File: src/hw/rtl/fcms_pkg.sv
`default_nettype none

package fcms_pkg;

   // Default configuration of the sketch
   localparam int unsigned CODEWORD_LEN_DEFAULT = 64;
   localparam int unsigned INDEX_BITS_DEFAULT   = 8;
   localparam int unsigned ROW_BITS_DEFAULT     = 16;
   localparam int unsigned COL_BITS_DEFAULT     = 10;

   // Function codes of a request
   localparam logic FUNC_QUERY  = 1'b0;
   localparam logic FUNC_UPDATE = 1'b1;

   typedef struct packed {
      logic        func;
      logic [3:0]  bank;
      logic [15:0] row;
      logic [9:0]  col;
      logic [5:0]  err_loc;
      logic        has_error;
   } request_type;

   typedef struct packed {
      logic [5:0] position;
      logic [7:0] min_count;
      logic       last;
   } response_type;

   // Controller to datapath commands
   typedef struct packed {
      logic load;     // latch request fields
      logic clear;    // write zero at the clearing address
      logic read;     // read both lines
      logic query;    // read belongs to a query, advance position
      logic write1;   // write back line one
      logic write2;   // write back line two
   } ctrl_cmd_type;

   // Datapath to controller status
   typedef struct packed {
      logic clear_done;
      logic upd_ok;
      logic same_line;
      logic query_last;
   } dp_status_type;

endpackage

`default_nettype wire

File: src/hw/rtl/fcms_ctrl.sv
`default_nettype none

module fcms_ctrl (
   input  wire logic                    clock,
   input  wire logic                    reset,
   input  wire logic                    start,
   input  wire logic                    req_func,
   input  wire fcms_pkg::dp_status_type status,
   output fcms_pkg::ctrl_cmd_type       cmd,
   output logic                         busy
);

   typedef enum logic [2:0] {
      ST_CLEAR,
      ST_IDLE,
      ST_UPD_RD,
      ST_UPD_WR1,
      ST_UPD_WR2,
      ST_QUERY
   } state_type;

   state_type state_ff, state_in;
   logic      busy_ff, busy_in;

   // Decode commands and next state
   always_comb begin
      cmd      = '0;
      state_in = state_ff;
      case (state_ff)
         ST_CLEAR: begin
            cmd.clear = 1'b1;
            if (status.clear_done) state_in = ST_IDLE;
         end
         ST_IDLE: begin
            if (start) begin
               cmd.load = 1'b1;
               state_in = (req_func == fcms_pkg::FUNC_UPDATE) ? ST_UPD_RD : ST_QUERY;
            end
         end
         ST_UPD_RD: begin
            cmd.read = 1'b1;
            state_in = status.upd_ok ? ST_UPD_WR1 : ST_IDLE;
         end
         ST_UPD_WR1: begin
            cmd.write1 = 1'b1;
            state_in   = status.same_line ? ST_IDLE : ST_UPD_WR2;
         end
         ST_UPD_WR2: begin
            cmd.write2 = 1'b1;
            state_in   = ST_IDLE;
         end
         ST_QUERY: begin
            cmd.read  = 1'b1;
            cmd.query = 1'b1;
            if (status.query_last) state_in = ST_IDLE;
         end
         default: begin
            state_in = ST_IDLE;
         end
      endcase
      busy_in = (state_in != ST_IDLE);
   end

   // Hold state and the busy flag
   always_ff @(posedge clock) begin
      if (reset) begin
         state_ff <= ST_CLEAR;
         busy_ff  <= 1'b1;
      end else begin
         state_ff <= state_in;
         busy_ff  <= busy_in;
      end
   end

   assign busy = busy_ff;

endmodule

`default_nettype wire

File: config.mk
export PLATFORM = sky130hd
export DESIGN_NAME = fcms_ctrl
export DESIGN_NICKNAME = d
export VERILOG_FILES = /design/src/hw/rtl/fcms_pkg.sv /design/src/hw/rtl/fcms_ctrl.sv
export SDC_FILE = /design/constraint.sdc
export NUM_CORES = 1
export LEC_CHECK = 0
export ABC_CLOCK_PERIOD_IN_PS = 2700
export BUFFER_PORTS_ARGS = -buffer_cell sky130_fd_sc_hd__buf_2
export CORE_AREA = 2 2 39 41
export CTS_CLUSTER_SIZE = 20
export DETAILED_ROUTE_END_ITERATION = 8
export DIE_AREA = 0 0 41 43
export GPL_ROUTABILITY_DRIVEN = 0
export GPL_TIMING_DRIVEN = 0
export HOLD_SLACK_MARGIN = 0.02
export PLACE_DENSITY = 0.51
export SLEW_MARGIN = 20
export SYNTH_ARGS = -nofsm -noshare
export SYNTH_HDL_FRONTEND = slang
export SYNTH_SLANG_ARGS = --single-unit
File: constraint.sdc
create_clock -name clock -period 2.7 [get_ports clock]
set_input_delay 0.405 -clock clock [delete_from_list [all_inputs] [get_ports clock]]
set_output_delay 0.405 -clock clock [all_outputs]
set_load 0.01 [all_outputs]
==> results.txt <==
----------------------------------------------------
[Logic synthesis]
  Net count after synthesis ... 44
  Biggest area contributors in the synthesized netlist ... sky130_fd_sc_hd__dfxtp_1 (27%), sky130_fd_sc_hd__buf_4 (7.7%), sky130_fd_sc_hd__nand3b_1 (7.7%)
  Area of the mapped netlist ... between 200 and 300 um2
  Compound-Gate Fraction of Synth Area ... about 17%
  Ys Warns ... 0
  Syn avg cell area ... 8.10 um2
  Cell taking the most area after synthesis ... sky130_fd_sc_hd__dfxtp_1
  Most common library cells after synthesis ... sky130_fd_sc_hd__dfxtp_1 (4), sky130_fd_sc_hd__buf_4 (3), sky130_fd_sc_hd__inv_1 (3), sky130_fd_sc_hd__nand3b_1 (3), sky130_fd_sc_hd__o21ai_0 (3)
  Multiplexer fraction of the synthesized cell area ... 0%
  Post-synthesis xor/xnor area fraction ... 0%
  FF+latch count, synth ... 4
  Portion of the post-synthesis area used by sequential elements ... 27.5%
  Synth Instances ... 36
  Number of enable flip-flop cells after synthesis ... 0
  Commonest register cell after synthesis ... sky130_fd_sc_hd__dfxtp_1
  Synthesized-area fraction occupied by and/or/nand/nor cells ... 44.2%
  Adder and majority cell fraction of the synthesized area ... 0%
  Cell with the most instances after synthesis ... sky130_fd_sc_hd__dfxtp_1
  Main combinational cell family by area after synthesis ... simple AND/OR/NAND/NOR gates
  Share of the synthesized area in the top cell type ... 27.5%
  Asr flop ratio synth ... 0%
  Library cells used by synthesis ... 20

[Clock tree]
  Number of H-tree levels ... 1
  Clock-pin slew on the worst setup and hold paths ... 40 ps
  Number of buffers between clock root and the deepest sink ... 2
  Number of CTS-inserted buffers ... 3
  TritonCTS sink count ... 4
  Quantity of hold-fixing buffers added after cts ... 0
  CTS tree ... built
  Postcts setup bufs ... 0
  Clock insertion delay at the later pin of the skew report ... between 200 and 250 ps
  Number of gates resized after CTS ... 0
  Root buffer cell ... sky130_fd_sc_hd__clkbuf_4

[Die]
  Starting density of the core ... a little over a fifth
  Core region area ... 0.00138 mm2
  Number of top-level pins ... 15
  Placement Rows ... 14
  Die width ... between 40 and 50 um
  Die height ... roughly 43 um
  Die ar. ... 0.00176 mm2

[Detailed routing]
  Number of vias after detailed routing ... 313
  Post-DR vias/cell ... 4.54
  Wire length after detailed routing ... ~680 um
  Remaining antenna violation count after routing ... 0
  DRC viols ... 0
  Routed WL per cell ... 9.81 um
  Number of DRC markers after the initial detailed-route iteration ... 2
  1st-pass router iterations ... 2

[Pwr]
  Net Sw Power ... 0.0458 mW
  Ratio of total power to cell area ... 444 mW/mm2
  P_int ... 0.134 mW
  Share of total power in sequential cells ... 36.3%
  Switching Share ... 25.5%
  Worst-case vdd ir drop ... 0.000163 V
  Clock Power Share ... about two fifths
  Proportion of power drawn by combinational gates ... 22.7%
  Static Leak ... slightly below 0.2 nW

[Global routing]
  Number of antenna violations at the first check in global routing ... 0
  Wire length of the first global-routing pass ... approximately 1.1 mm
  Overflow after GRT ... 0
  GRT Util Overall ... 8.63%
  Via count of the first global-routing pass ... 266
  Pin count of the biggest net entering global routing ... 11

[Setup path]
  Length in cells of the worst reg-to-reg path ... 4
  CP max FO ... 10
  Critical Path Sink Type ... primary output
  Startpoint type of the worst setup path ... flop
  Worst EP required ... 2300 ps
  Endpoint of the lowest-slack register-to-register path ... busy
  Slack of the worst reg-to-reg path ... 1650 ps
  Worst Path Arrival ... 1160 ps
  Origin of the critical flop-to-flop path ... state_ff[1]
  Crit Path Class ... reg2out

[STA]
  Peak Freq ... 639 MHz
  Worst hold slack ... 382 ps
  Summed negative setup slack over all endpoints ... 0 ps
  Skew final ... 5.52 ps
  Number of hold violations in the final report ... 0
  Finish-stage setup viols ... 0
  Final slew viol count ... 0
  Slew HR ... 85.8%
  Minimum period implied by the final worst setup slack ... between 1500 and 2000 ps
  Fin crit share ... 58.0%
  Setup repair after global routing missed its margin ... false
  Tightest Pin Transition ... 210 ps

[Finish]
  Nets ... 63
  Layout-stage area growth over the synthesis result ... 38.6%
  # diodes ... 0
  Share of post-route cells with drive strength above 1 ... around two fifths

[Place]
  Number of input and output port buffers inserted ... 14
  HPWL after detailed placement ... 500 um

[Outcome]
  Status ... finished clean

[Hold path]
  End of the worst hold path ... state_ff[2]
  Startpoint of the tightest hold check path ... reset
  Type of the most critical hold path ... in2reg
  Number of cells on the worst hold path ... 2

[Run]
  Max-Cap Viols ... 0

----------------------------------------------------
## cell usage in the layout (no fill, tap or decap), drive strengths merged, types with 2 or more instances in the layout
master,synthesis,routed
and2b,2,2
nor2,2,2
nand3b,3,3
inv,3,3
a31oi,2,2
nor3,2,2
nor3b,2,2
clkbuf,0,3
buf,3,17
nand2b,2,2
o21ai,3,3
dfxtp,4,4
## worst max-delay path: stages, from the launching register on
cell and delay [ps]:
sky130_fd_sc_hd__dfxtp_1 300, sky130_fd_sc_hd__buf_4 150, sky130_fd_sc_hd__and2b_1 200, sky130_fd_sc_hd__and2_1 150, sky130_fd_sc_hd__buf_2 130
## metrics by stage
| step | total power [mW] | area [um2] | util, % | cells | worst slack [ps] |
|---|---|---|---|---|---|
| after floorplan | 0.0912 | 292 | - | 36 | 1380 |
| after global placement | 0.107 | 382 | 27.6 | 66 | 1380 |
| after detailed placement | 0.107 | 382 | 27.6 | 66 | 1370 |
| after CTS | 0.182 | 404 | 29.2 | 69 | 1120 |
| after global routing | 0.194 | 404 | 29.2 | 69 | 1020 |
| final | 0.180 | 404 | 29.2 | 69 | 1140 |
## registers in the layout (all words and copies together), names as in the netlist
register / cells
state_ff: 3
busy: 1
## final cells by class
cell class,count,area [um2]
tap,16,20.0
inverter,3,11.3
sequential,4,80.1
fill,174,980
clock buffer,3,22.5
buffer,3,22.5
timing repair buffer,14,70.1
multi-input combinational,26,178
## worst max path at each step
stage | to | from | slack [ps] | cells after the start
finish | cmd[1] | state_ff[2] | 1140 | 4
global route | cmd[5] | state_ff[0] | 1020 | 3
CTS | cmd[5] | state_ff[0] | 1120 | 3
detailed placement | cmd[5] | state_ff[0] | 1370 | 3
global placement | cmd[1] | state_ff[2] | 1380 | 4
floorplan | cmd[5] | state_ff[0] | 1380 | 2
## power by group through the flow
stage	Clock (mW)	Sequential, mW	Combinational [mW]
after floorplan	0	0.0666	0.0246
after global placement	0	0.0661	0.0409
after detailed placement	0	0.0662	0.0405
after CTS	0.0757	0.0652	0.0412
after global routing	0.0826	0.0657	0.0457
final	0.0736	0.0652	0.0408
## layer usage
layer  track usage, %  routed length [um]
met4             4.00                   0
met5                0                   0
met3             1.57                  25
met2             13.4                 353
met1             10.9                 298
## cell families (layout without fill, tap and decap cells)
logic type,Yosys count,count (layout)
AO/OA/AOI/OAI,8,8
buffers and inverters,6,23
flip-flops,4,4
AND/OR/NAND/NOR,18,18
Note: power is estimated with default switching activity, not from simulation.
